===== config.mk =====
export PLATFORM = sky130hd
export DESIGN_NAME = crc8lfc_frame_core
export DESIGN_NICKNAME = d
export VERILOG_FILES = /design/src/rtl/crc8lfc_pkg.sv /design/src/rtl/crc8lfc_frame_core.sv
export SDC_FILE = /design/constraint.sdc
export NUM_CORES = 1
export LEC_CHECK = 0
export BUFFER_PORTS_ARGS = -buffer_cell sky130_fd_sc_hd__buf_2
export CORE_ASPECT_RATIO = 0.6
export CORE_MARGIN = 2
export CORE_UTILIZATION = 55
export DETAILED_ROUTE_END_ITERATION = 10
export PLACE_DENSITY = 0.79
export SETUP_SLACK_MARGIN = 0.3
export SYNTH_ARGS = -nofsm -noshare
export SYNTH_HDL_FRONTEND = slang
export SYNTH_SLANG_ARGS = --single-unit

===== constraint.sdc =====
create_clock -name clk_i -period 5.34 [get_ports clk_i]
set_input_delay 0.534 -clock clk_i [delete_from_list [all_inputs] [get_ports clk_i]]
set_output_delay 0.534 -clock clk_i [all_outputs]
set_load 0.01 [all_outputs]

===== src/rtl/crc8lfc_pkg.sv =====
`default_nettype none

package crc8lfc_pkg;

  // Register reset values
  localparam logic [7:0] CRC_POLY_RESET = 8'h07;
  localparam logic [7:0] CRC_INIT_RESET = 8'h00;
  localparam logic [8:0] MAX_LEN_RESET  = 9'd130;

  localparam logic [7:0] CRC_MSB = 8'h80;

  // Register indexes (byte address = 4 * index)
  typedef enum logic [1:0] {
    REG_POLY    = 2'd0,
    REG_INIT    = 2'd1,
    REG_MAX_LEN = 2'd2
  } reg_idx_e;

  // Result status codes
  typedef enum logic [1:0] {
    ST_PASS    = 2'd0,
    ST_FAIL    = 2'd1,
    ST_BAD_LEN = 2'd2
  } status_e;

  typedef struct packed {
    logic [7:0] poly;
    logic [7:0] init;
    logic [8:0] max_len;
  } cfg_t;

  typedef struct packed {
    status_e     status;
    logic [7:0]  data_length;
    logic [7:0]  computed_crc;
    logic [7:0]  received_crc;
    logic [31:0] frames_checked;
    logic [31:0] frames_passed;
    logic [31:0] frames_failed;
  } result_t;

  // One byte of MSB-first CRC-8, all eight shift steps unrolled
  function automatic logic [7:0] crc8_update(input logic [7:0] crc,
                                             input logic [7:0] data,
                                             input logic [7:0] poly);
    logic [7:0] c;
    c = crc ^ data;
    for (int k = 0; k < 8; k++) begin
      if ((c & CRC_MSB) != 8'h00) begin
        c = (c << 1) ^ poly;
      end else begin
        c = c << 1;
      end
    end
    return c;
  endfunction

endpackage

`default_nettype wire


===== src/rtl/crc8lfc_frame_core.sv =====
`default_nettype none

module crc8lfc_frame_core
  import crc8lfc_pkg::*;
#(
  parameter int COUNTER_WIDTH = 32
) (
  input  wire logic       clk_i,
  input  wire logic       rst_ni,
  input  wire logic       fire_i,
  input  wire logic       cmd_i,
  input  wire logic [7:0] byte_i,
  input  wire cfg_t       cfg_i,
  output logic            res_valid_o,
  output result_t         res_o
);

  logic [8:0]               pos_q, pos_d;
  logic [8:0]               exp_q, exp_d;
  logic [7:0]               len_q, len_d;
  logic [7:0]               crc_q, crc_d;
  logic [COUNTER_WIDTH-1:0] chk_q, chk_d;
  logic [COUNTER_WIDTH-1:0] pas_q, pas_d;
  logic [COUNTER_WIDTH-1:0] fal_q, fal_d;

  logic [8:0]  total;
  logic [8:0]  pos_inc;
  logic        crc_match;
  logic [7:0]  crc_base;
  logic [7:0]  crc_next;

  assign total     = {1'b0, byte_i} + 9'd2;
  assign pos_inc   = pos_q + 9'd1;
  assign crc_match = (crc_q == byte_i);
  // A length byte restarts from the initial value, a data byte continues
  assign crc_base  = (exp_q == 9'd0) ? cfg_i.init : crc_q;
  assign crc_next  = crc8_update(crc_base, byte_i, cfg_i.poly);

  // Frame state update and result forming
  always_comb begin
    pos_d       = pos_q;
    exp_d       = exp_q;
    len_d       = len_q;
    crc_d       = crc_q;
    chk_d       = chk_q;
    pas_d       = pas_q;
    fal_d       = fal_q;
    res_valid_o = 1'b0;
    res_o.status       = ST_PASS;
    res_o.data_length  = len_q;
    res_o.computed_crc = crc_q;
    res_o.received_crc = byte_i;
    if (fire_i) begin
      if (cmd_i) begin
        // timeout: drop any partial frame
        pos_d = 9'd0;
        exp_d = 9'd0;
      end else if (exp_q == 9'd0) begin
        if (byte_i == 8'd0 || total > cfg_i.max_len) begin
          pos_d              = 9'd0;
          res_valid_o        = 1'b1;
          res_o.status       = ST_BAD_LEN;
          res_o.data_length  = byte_i;
          res_o.computed_crc = 8'd0;
          res_o.received_crc = 8'd0;
        end else begin
          exp_d = total;
          len_d = byte_i;
          pos_d = 9'd1;
          crc_d = crc_next;
        end
      end else if (pos_inc >= exp_q) begin
        // final byte: the transmitted CRC
        pos_d       = 9'd0;
        exp_d       = 9'd0;
        chk_d       = chk_q + 1'b1;
        res_valid_o = 1'b1;
        if (crc_match) begin
          pas_d        = pas_q + 1'b1;
          res_o.status = ST_PASS;
        end else begin
          fal_d        = fal_q + 1'b1;
          res_o.status = ST_FAIL;
        end
      end else begin
        pos_d = pos_inc;
        crc_d = crc_next;
      end
    end
    // Counters shown as their low 32 bits, zero extended when narrower
    res_o.frames_checked = 32'(chk_d);
    res_o.frames_passed  = 32'(pas_d);
    res_o.frames_failed  = 32'(fal_d);
  end

  always_ff @(posedge clk_i or negedge rst_ni) begin
    if (!rst_ni) begin
      pos_q <= '0;
      exp_q <= '0;
      len_q <= '0;
      crc_q <= '0;
      chk_q <= '0;
      pas_q <= '0;
      fal_q <= '0;
    end else begin
      pos_q <= pos_d;
      exp_q <= exp_d;
      len_q <= len_d;
      crc_q <= crc_d;
      chk_q <= chk_d;
      pas_q <= pas_d;
      fal_q <= fal_d;
    end
  end

endmodule

`default_nettype wire

==> reports/results.txt, run 1 <==
After synthesis, the largest family of logic cells by area is simple AND/OR/NAND/NOR gates. After detailed routing, no signal wire sits above met5. In the detailed route, the total length drawn on met2 is 10,600 um.

Once detail routing completed, the nets flagged for antenna violations numbered 0. The most common cell after layout, fill and taps aside is buf_2. The tools report the critical path startpoint category as a flip-flop. Fraction of the mapped netlist area in adder cells: 3.33%. The dominant delay contributor by cell family on the critical path is compound AO/OA/AOI/OAI gates. The detailed router finished its first iteration with 594 violations. The tightest min-delay check is of the in -> async type. dfrtp_1 takes more of the synthesized area than any other cell. 160 I/O pins were placed. The power dissipated by switching net loads was 2.98 mW. The tools report the area of the mapped netlist as 8630 um2. The vertical extent of the die was 101 um; the count of TritonRoute iterations in the first routing pass was 5. The detailed placer's ending HPWL is 19,300 um.

The run gives 0 as the reported max-cap violation count. The routed layout has 7,807 vias. For this design, the slowest cell found on the critical path is or4_4.

OpenSTA, run right after detailed placement, puts the worst setup slack at 433 ps. The tools report the number of antenna violations at the first check in global routing as 0. Setup repair after global routing could not meet its margin everywhere. Summing the sequential cell areas from Yosys gives 37.7% of the chip area.

Counting distinct cell types in the post-synthesis netlist gives 85. The maximum VDD drop is 0.592 mV, and the area fraction in and, or, nand and nor cells after synthesis is 21.2%. TritonCTS created 17 clock buffers. In the routed layout, each cell is associated on average with a via count of 6.06.

Across all setup checks in the final design, the least slack found is 459 ps. At the pin with the least slew margin, the transition time is 953 ps. The count of endpoints failing hold in the final timing report is 0. Counting stages on the worst path, the most repeated cell is a211o_1. Leaving out fill and tap cells, the most frequent cells in the layout are 158 x buf_2, 130 x dfrtp_1, 81 x xnor2_1. In the final timing run, aggregate negative setup slack is 0 ps. The maximum fanout along the worst path was 7; the width of the die was 166 um. The static leakage power is 5.11 nW.

Nature of the critical path endpoint: a flip-flop. Synthesis produced 913 cells. The run gives 63.0% as the relative contribution of combinational cells to total power. Data arrives at the worst endpoint at 5180 ps. Core area: 15,300 um2.

Counting along the longest clock path gives a buffer depth of 2. After synthesis, the largest area contributor takes up 37.7% of total cell area. In the final design database the tool counted 1,133 nets. The clock network burns 18.1% of the power.

The detailed-route wire length per cell is 19.9 um, and the portion of the clock cycle consumed by the worst path in the final layout is 91.4%. For this run, the slowest stage of the critical path takes 600 ps. Compared with the post-synthesis result, the final layout area differs by 20.6%. Input and output buffers added on the ports amount to 159.

The run gives 130 as the clock net sink count. The post-synthesis net count is 973. The number of synthesized flops with an enable pin is 0. Count of fill cells added during filler insertion: 1,192. The total congestion overflow after global routing came out at 0. The number of pins exceeding their max-slew limit in the final report is 0.

The portion of synthesized area spent on multiplexers is 3.52%. The switching share of power works out to 46.2%. After synthesis, the cell types taking the most area are dfrtp_1 38%, xnor2_1 8.3%, xor2_1 5.0%. The average instance area after synthesis is 9.46 um2.

The critical path goes through or4_4 -> nor3_4 -> mux2i_1 -> xor2_2 -> xnor3_1 -> a211oi_4 -> o21ai_1 -> xnor2_1 -> or4_1 -> a211o_1 -> a22o_1 -> a211o_1 -> a31o_1. During synthesis, Yosys emitted a total of 0 warnings. The logs give 30.5% for the global-route total usage across every layer and 39,900 um for the global-route wire length before repair. In this run the clock root is driven by a clkbuf_16. In the synthesized netlist the async set-or-reset flop fraction comes to 100%. The final weighted congestion of routability-driven global placement came out at 1.06.

TritonCTS built the clock tree. For the pin count of the biggest net entering global routing, the log shows 77. The leading register cell type out of synthesis was dfrtp_1. 0 antenna diodes ended up in the layout. The total buffers and inverters traversed by the critical path was 0. The overall routed net length came out at 25,700 um.

The start-to-end type of the worst setup path is reg -> reg. For the final database, setup skew stands at 13.3 ps. The insertion delay of the later-clocked pin in the worst-skew pair was 410 ps; the routed length on met3 was 2830 um. The synthesized flop and latch total was 130. At the worst endpoint, the required time is 5640 ps.

The run gives 11,700 um as the post-route met1 wirelength. Setup violations remaining at the end of the flow were counted as 0. The clock-pin slew reported for the worst setup and hold paths after clock tree synthesis was 60 ps; the number of global-route vias before repair was 7,275. Registers are responsible for 18.9% of the overall power. The complex-gate fraction of the synthesized area was 15.7%; the tightest slew margin relative to the limit was 35.9%. The number of H-tree levels is 4, and the overall die area is 16,800 um2.

In the final layout, the share of cells above drive strength 1 is 25.4%. The floorplan has 35 rows. After detailed routing, the number of remaining DRC violations is 0. Once the floorplan was initialized, standard cells occupied 56.3% of the core. For this run, the top clock speed supported by timing is 0.205 GHz. The tools report the internal power summed over all cells as 3.47 mW.

The run finished with clean final reports. The power density relative to cell area is 620 nW/um2. The share of the synthesized netlist area taken by xor and xnor gates was 14.7%. The time the final worst path needs with I/O delays and setup works out to 4880 ps. For the number of hold-repair buffers added at the cts stage, the log shows 0.
[final timing paths]
kind / startpoint / slack [ps] / cells past startpoint / endpoint
worst max register to register: exp_q[3] / 460 / 13 / crc_q[6]
worst min-delay path: rst_ni / 140 / 1 / pos_q[2]
worst max-delay path: exp_q[3] / 460 / 13 / crc_q[6]
worst min register to register: pas_q[31] / 460 / 1 / pas_q[31]
min in group clk_i: byte_i[0] / 440 / 2 / len_q[0]
max in group asynchronous: rst_ni / 4040 / 2 / fal_q[24]
[layout make-up]
type / instances / area [um2] / area share (%)
Inverter: 42 / 158 / 1.51
Tap cell: 203 / 254 / 2.44
Timing Repair Buffer: 182 / 978 / 9.40
Clock inverter: 15 / 170 / 1.63
Clock buffer: 17 / 425 / 4.09
Multi-Input combinational cell: 700 / 5170 / 49.7
Sequential cell: 130 / 3250 / 31.2
[synthesized netlist by cell type (8+ instances only)]
| cell type | number |
|---|---|
| a211o_1 | 11 |
| a211oi_1 | 10 |
| a21o_1 | 8 |
| a21oi_1 | 10 |
| a31oi_1 | 10 |
| a32o_1 | 9 |
| and2_1 | 24 |
| and3_1 | 29 |
| and4_1 | 12 |
| clkbuf_1 | 30 |
| dfrtp_1 | 130 |
| ha_1 | 23 |
| inv_1 | 39 |
| mux2_2 | 17 |
| mux2i_1 | 9 |
| nand2_1 | 71 |
| nand2b_1 | 12 |
| nand3_1 | 43 |
| nand4_1 | 26 |
| nor2_1 | 55 |
| nor3_1 | 26 |
| nor4_1 | 10 |
| o211ai_1 | 11 |
| o21a_1 | 9 |
| o21ai_0 | 25 |
| xnor2_1 | 82 |
| xor2_1 | 49 |
[power groups by stage]
stage | Clock (mW) | Sequential, mW | Combinational (mW)
finish | 1.17 | 1.22 | 4.06
global route | 1.23 | 1.23 | 4.36
CTS | 1.18 | 1.21 | 3.75
detailed placement | 0 | 1.23 | 3.72
global placement | 0 | 1.22 | 3.69
floorplan | 0 | 1.18 | 2.85
[routing by layer]
| layer | global-route usage, % | vias up |
|---|---|---|
| met5 | 0 | - |
| met4 | 7.96 | 2 |
| met3 | 9.78 | 32 |
| met2 | 43.4 | 376 |
| met1 | 44.8 | 3763 |
| li1 | - | 3634 |
[cells by family after synthesis]
logic type | count (synthesis)
XOR/XNOR | 137
flip-flops | 130
adder cells (fa/ha/maj) | 23
AND/OR/NAND/NOR | 342
AO/OA/AOI/OAI | 171
multiplexers | 27
buffers and inverters | 83
[through the flow]
stage	hold slack (ps)	utilization, %	power, mW	std cells	instance area, um2
2_1_floorplan	238	-	4.03	913	8630
3_3_place_gp	445	63.1	4.91	1255	9680
3_5_place_dp	446	63.1	4.95	1255	9680
4_1_cts	173	67.1	6.14	1287	10300
5_1_grt	191	67.9	6.83	1289	10400
6_report	139	67.9	6.46	1289	10400
[registers in the layout (all words and copies together), names as in the netlist]
register,cells
fal_q,32
crc_q,8
pas_q,32
chk_q,32
len_q,8
exp_q,9
pos_q,9
[what timing repair did]
| action | 4_1_cts | 5_1_grt |
|---|---|---|
| gates cloned | 0 | 0 |
| setup endpoints to repair | 13 | 48 |
| endpoints found under the hold margin | 0 | 0 |
| gates resized for setup | 1 | 19 |
| pin swaps | 0 | 3 |
| buffers inserted | 0 | 2 |
No activity file was read; power rests on OpenSTA's default activity.
==> run 2, diff against run 1 <==
- GPL_ROUTABILITY_DRIVEN: default -> 0
- PLACE_DENSITY: 0.79 -> 0.75
==> run 2 against run 1 <==
Effect of this change: design area shrank 0.37%; power decreased by 1.2%; combinational power shrank 3%; critical endpoint is now crc_q[5]; largest power group unchanged; highest routed layer is now met4.
==> reports/results.txt, run 2 (same netlist as run 1, synthesis figures left out) <==
The run finished with clean final reports. Setup repair after global routing left no endpoint under its margin. The HPWL after detailed placement is 19,300 um. The power density relative to cell area was 615 nW/um2. Global-route wire length before repair: 40,300 um. STA classifies the critical path startpoint as a flip-flop. The floorplan step defined a die boundary enclosing 16,800 um2. The detailed-route wire length per cell was 20.3 um; the number of standard-cell rows in the floorplan was 35. The first routing iteration left 841 violations.

Global routing used 30.9% of the available tracks. Clock skew on the completed layout was measured at 10.2 ps. In this run the tool buffered the top-level ports with 159 buffer cells. The maximum fanout along the worst path was 9. The H-tree was split into 4 levels. Most common cell after layout, fill and taps aside: buf_2.

The number of antenna violations at the first check in global routing was 1; the setup TNS was 0 ps. Derived from the worst setup path, the maximum achievable clock frequency is 0.205 GHz. For the number of top-level design ports, the log shows 160. The number of pins exceeding their max-slew limit in the final report came out at 0. The required time at the endpoint of the critical path was 5680 ps.

The tool flagged a number of max-cap violations equal to 0. The logs give 40.1% for the tightest slew margin relative to the limit and 455 ps for the worst setup slack after layout. Of the cells placed in the final design, the portion with a size suffix greater than 1 is 25.0%. The number of buffers added by the clock tree synthesis step is 17.

The area growth from synthesis to final layout was 20.2%; the core area was 15,300 um2. Clock-pin slew reported for the worst setup and hold paths after clock tree synthesis: 60 ps. In the layout the commonest cells are 158 x buf_2, 129 x dfrtp_1, 82 x xnor2_1. IR analysis of the VDD net gives a maximum drop of 0.412 mV. The number of global-route vias before repair came out at 7,456. Nature of the critical path endpoint: a flip-flop.

The initial utilization of the core area, before any placement, comes to 56.3%. Setup violations remaining at the end of the flow were counted as 0. Summing all placed instances gives a cell area of 9670 um2. The run gives 1,132 as the net count of the finished layout. The tools report the root cell of the clock tree as clkbuf_16. The buffer levels on the longest clock path was 2. The logs give 0 for the count of endpoints failing hold in the final timing report and 123 ps for the smallest hold slack.

Counting every sink on the clock net gives 130. Summing all non-filler instances in the final layout gives an area of 10,400 um2. The number of vias in the routed layout is 7,896. The static leakage power is 5.10 nW, and the vias per cell is 6.13.

At the later pin of the worst-skew pair, clock insertion delay measures 410 ps. The routed design has 26,200 um of wire. The largest registers in the layout are chk_q (32), fal_q (32), pas_q (32). The portion of the clock cycle consumed by the worst path in the final layout is 91.5%. The tools report the detailed-route DRC error count as 0. For the finished layout, the period the worst path requires is 4880 ps. The pin count of the biggest net entering global routing is 57. The run gives 1,255 as the number of placed instances with taps included. The die is 101 um tall. The run gives 467 ps as the post-placement setup slack. The critical path is of the reg -> reg type. The run gives 67.7% as the core occupancy in the finished layout. The slew at the pin with the worst max-slew slack was 891 ps. TritonCTS built the clock tree.

Before antenna repair, the detailed router went through 5 iterations. The count of nets left with antenna violations once routing finished came out at 0. Overall power consumption after layout is estimated at 6.38 mW.

The finished layout holds 1,289 standard cells, fillers aside. The width of the die is 166 um. In this run the worst hold path is classified as in -> async. The logs give 5220 ps for the arrival time of data at the critical path endpoint and 0 for the total congestion overflow after global routing.
-- run 2: per-layer routing --
layer / routed length [um] / GRT usage [%] / up-vias
met2: 10800 / 44.1 / 442
met1: 11500 / 43.7 / 3768
li1: - / - / 3631
met4: 519 / 7.42 / 0
met5: 0 / 0 / -
met3: 3440 / 13.0 / 55
-- run 2: worst paths after layout --
kind                                 from   endpoint  slack, ps  cells after the start
worst max-delay path             exp_q[3]   crc_q[5]        460                     13
worst min-delay path               rst_ni  pas_q[20]        120                      1
worst max register to register   exp_q[3]   crc_q[5]        460                     13
worst min register to register  pas_q[31]  pas_q[31]        470                      1
max in group asynchronous          rst_ni  fal_q[27]       4090                      2
min in group clk_i              pas_q[31]  pas_q[31]        470                      1
-- run 2: repair_timing --
action / CTS / global route
endpoints found under the setup margin: 0 / 26
hold buffers: 0 / 0
gates resized for setup: 0 / 14
buffers inserted: 0 / 1
-- run 2: cell type report --
| class | count | area [um2] |
|---|---|---|
| Antenna cell | 1 | 2.50 |
| Inverter | 42 | 158 |
| Clock inverter | 13 | 175 |
| Fill cell | 1230 | 4950 |
| Timing Repair Buffer | 181 | 967 |
| Multi-Input combinational cell | 700 | 5120 |
| Tap cell | 203 | 254 |
| Clock buffer | 19 | 443 |
| Sequential cell | 130 | 3250 |
-- run 2: worst max-delay path, cell delays in order (launching register included) --
cell and delay [ps]:
dfrtp_1 440, or4_4 600, a2111oi_4 470, nor2_2 200, and3_1 260, o31ai_2 440
nand3_1 280, mux2i_4 290, nor3_2 120, o311ai_2 530, a211oi_1 170, or4_1 580
a211o_1 280, a31oi_1 150
-- run 2: report_power, final --
group / total (mW) / internal, mW / switching (mW)
clock network: 1.22 / 0.756 / 0.463
registers: 1.23 / 1.10 / 0.130
logic: 3.93 / 1.60 / 2.33
==> run 3, diff against run 2 <==
- CAP_MARGIN: default -> 40
- clock period: 5.34 -> 6.3 ns (I/O delays scaled with it)
==> run 3 against run 2 <==
Effect of this change: setup slack improved by 350 ps; fmax is 11% lower; wire length is 2.9% lower; largest cell class unchanged; largest power group unchanged.
==> reports/results.txt, run 3 (same netlist as run 1, synthesis figures left out) <==
The H-tree was split into 4 levels. Between clock sinks in the finished design, the worst skew comes to 10.9 ps. The most common cell after layout, fill and taps aside was buf_2. The number of global-route vias before repair is 7,139. After routing, the total negative slack on setup checks comes to 0 ps. After clock tree synthesis, the setup repair step added 0 buffers. The tools report the count of endpoints failing hold in the final timing report as 0. The area growth from synthesis to final layout works out to 17.8%. The buffer levels on the longest clock path was 2; the clock-pin slew reported for the worst setup and hold paths after clock tree synthesis was 70 ps. The detail route stage leaves a number of antenna-violating nets equal to 0.

Setup repair after global routing left no endpoint under its margin. After detailed routing, the number of remaining DRC violations is 0. Leaving out filler cells and counting taps, the final layout contains 1,276. The detailed router's first-iteration violation count was 843; the reported max-cap violation count was 0.

For the post-cts gate resize count, the log shows 0. The critical path startpoint category was a flip-flop. The total buffers and inverters traversed by the critical path was 0; the static leakage power was 5.02 nW. The portion of the clock cycle consumed by the worst path in the final layout is 87.2%. The most used routing layer in global routing is met1. Dividing the detail-routed wire length by the instance count gives 19.9 um.

The tools report the global routing usage on met1 as 43.9%. The tools report the upper clock frequency limit as 0.182 GHz. For this run, the post-layout net count is 1,120. The worst path in the final design needs a cycle of 5490 ps, including I/O delays and setup. Measured on the finished design, the core utilization comes to 66.4%. In this run the worst hold path is classified as in -> async. The global-route total usage across every layer is 29.9%, and the total of buffers placed on input and output ports is 159. The count of TritonRoute iterations in the first routing pass is 5, and the width of the die is 166 um. The number of antenna violations at the first check in global routing is 0. The number of pins exceeding their max-slew limit in the final report came out at 0. The maximum fanout along the worst path is 13, and the antenna diode count is 0. The tools report the post-route cell area as 10,200 um2.

Counting the buffers created by CTS gives 17. The worst register-to-register path ends at crc_q[5]. Cells with a size suffix above 1 make up 23.2% of the layout. Hold timing on the final database bottoms out at a slack of 221 ps. The dominant delay contributor by cell family on the critical path was simple AND/OR/NAND/NOR gates.

The global-route met2 utilization came out at 41.8%. Dividing the detail-routed via count by the number of cells gives 6.12. The tools report the total of endpoints with negative setup slack in the final report as 0. The total area inside the core boundary comes to 15,300 um2. Across the VDD grid, the largest voltage drop is 0.542 mV. The flow ran to the end, and the final reports show no timing, DRC or antenna violations.

Worst flop-to-flop path startpoint: exp_q[3]. The floorplan step defined a die boundary enclosing 16,800 um2. The top cell types in the final layout, fill and taps aside, are 160 x buf_2, 130 x dfrtp_1, 82 x xnor2_1. The run gives 49 as the pin count of the biggest net entering global routing. For the required time at the endpoint of the critical path, the log shows 6640 ps. Number of standard-cell rows in the floorplan: 35. Among all stages on the critical path, the largest delay is contributed by xor2_1. Pin placement for this block handled 160 I/O pins. By startpoint and endpoint, the worst setup path is classified as reg -> reg. For the clock net sink count, the log shows 130. Including well taps, the total number of placed cells is 1,244. The final route contains 7,813 vias. For this design, the CTS-stage hold fixing added 0 buffers.

Headroom to the max-slew limit came out at 30.7%. The overall routed net length came out at 25,500 um. Walking the worst path, the cells encountered are or4_4 -> nor3_4 -> mux2i_1 -> xor2_2 -> xnor3_1 -> a211oi_2 -> o21ai_1 -> xor2_1 -> a211oi_1 -> or4_1 -> a211o_1 -> a31oi_1. Setup slack on the worst reg-to-reg path comes out at 810 ps.

In this run the clock root is driven by a clkbuf_16. The largest registers in the layout are chk_q (32), fal_q (32), pas_q (32). Clock latency on the worst-skew pair, taken at its later pin, is 410 ps. For met3 alone, demand over resource in global routing was 10.4%. The nature of the critical path endpoint is a flip-flop. For the worst flop-to-flop path, the logic depth is 12. In this design, the stage delay of the slowest critical-path cell is 810 ps. For the worst setup path, the data arrival time is 5830 ps.

TritonCTS built the clock tree. The die is 101 um tall. The cell area reported after detailed placement is 9610 um2, and the total congestion overflow after global routing is 0. The power density relative to cell area was 508 nW/um2; the detailed placer's ending HPWL was 18,800 um.

Slew at the pin with the worst max-slew slack: 1040 ps. The first global-routing pass estimated 38,900 um of wire. Once the floorplan was initialized, standard cells occupied 56.3% of the core.
## run 3: cell types whose count changed in the layout (fill, tap and decap cells not counted), sizes merged
cell    previous run  this run
buf              181       169
inv               43        48
bufinv             3         0
clkbuf            19        17
diode              1         0
## run 3: cell type report
class	instances	area (um2)
fillers	1254	5150
inverters	42	158
repair buffers	169	888
well taps	203	254
clock buffers	17	425
flip-flops and latches	130	3250
clock inverters	15	141
multi-input cells	700	5050
## run 3: worst max path at each step
stage	from	endpoint	slack [ps]	cells past startpoint
detailed placement	byte_i[6]	crc_q[5]	940	14
global route	exp_q[3]	crc_q[5]	520	12
finish	exp_q[3]	crc_q[5]	810	12
floorplan	exp_q[3]	crc_q[6]	1670	13
global placement	byte_i[6]	crc_q[5]	1040	14
CTS	exp_q[3]	crc_q[5]	920	12
## run 3: metrics by stage
| step | power [mW] | setup WS [ps] |
|---|---|---|
| 2_1_floorplan | 3.42 | 1670 |
| 3_3_place_gp | 4.03 | 1040 |
| 3_5_place_dp | 4.10 | 945 |
| 4_1_cts | 5.06 | 919 |
| 5_1_grt | 5.44 | 523 |
| 6_report | 5.17 | 806 |
## run 3: report_power, final
part	switching [mW]	internal (mW)	total (mW)	leakage, nW
registers	0.107	0.928	1.03	1.74
logic	1.93	1.26	3.19	3.00
clock network	0.417	0.523	0.941	0.275
## run 3: per-layer routing
layer  part of all wire (%)  vias up
met2                     40      416
met1                     46     3723
met5                      0        -
met3                     11       52
met4                    2.1        0
li1                       -     3622
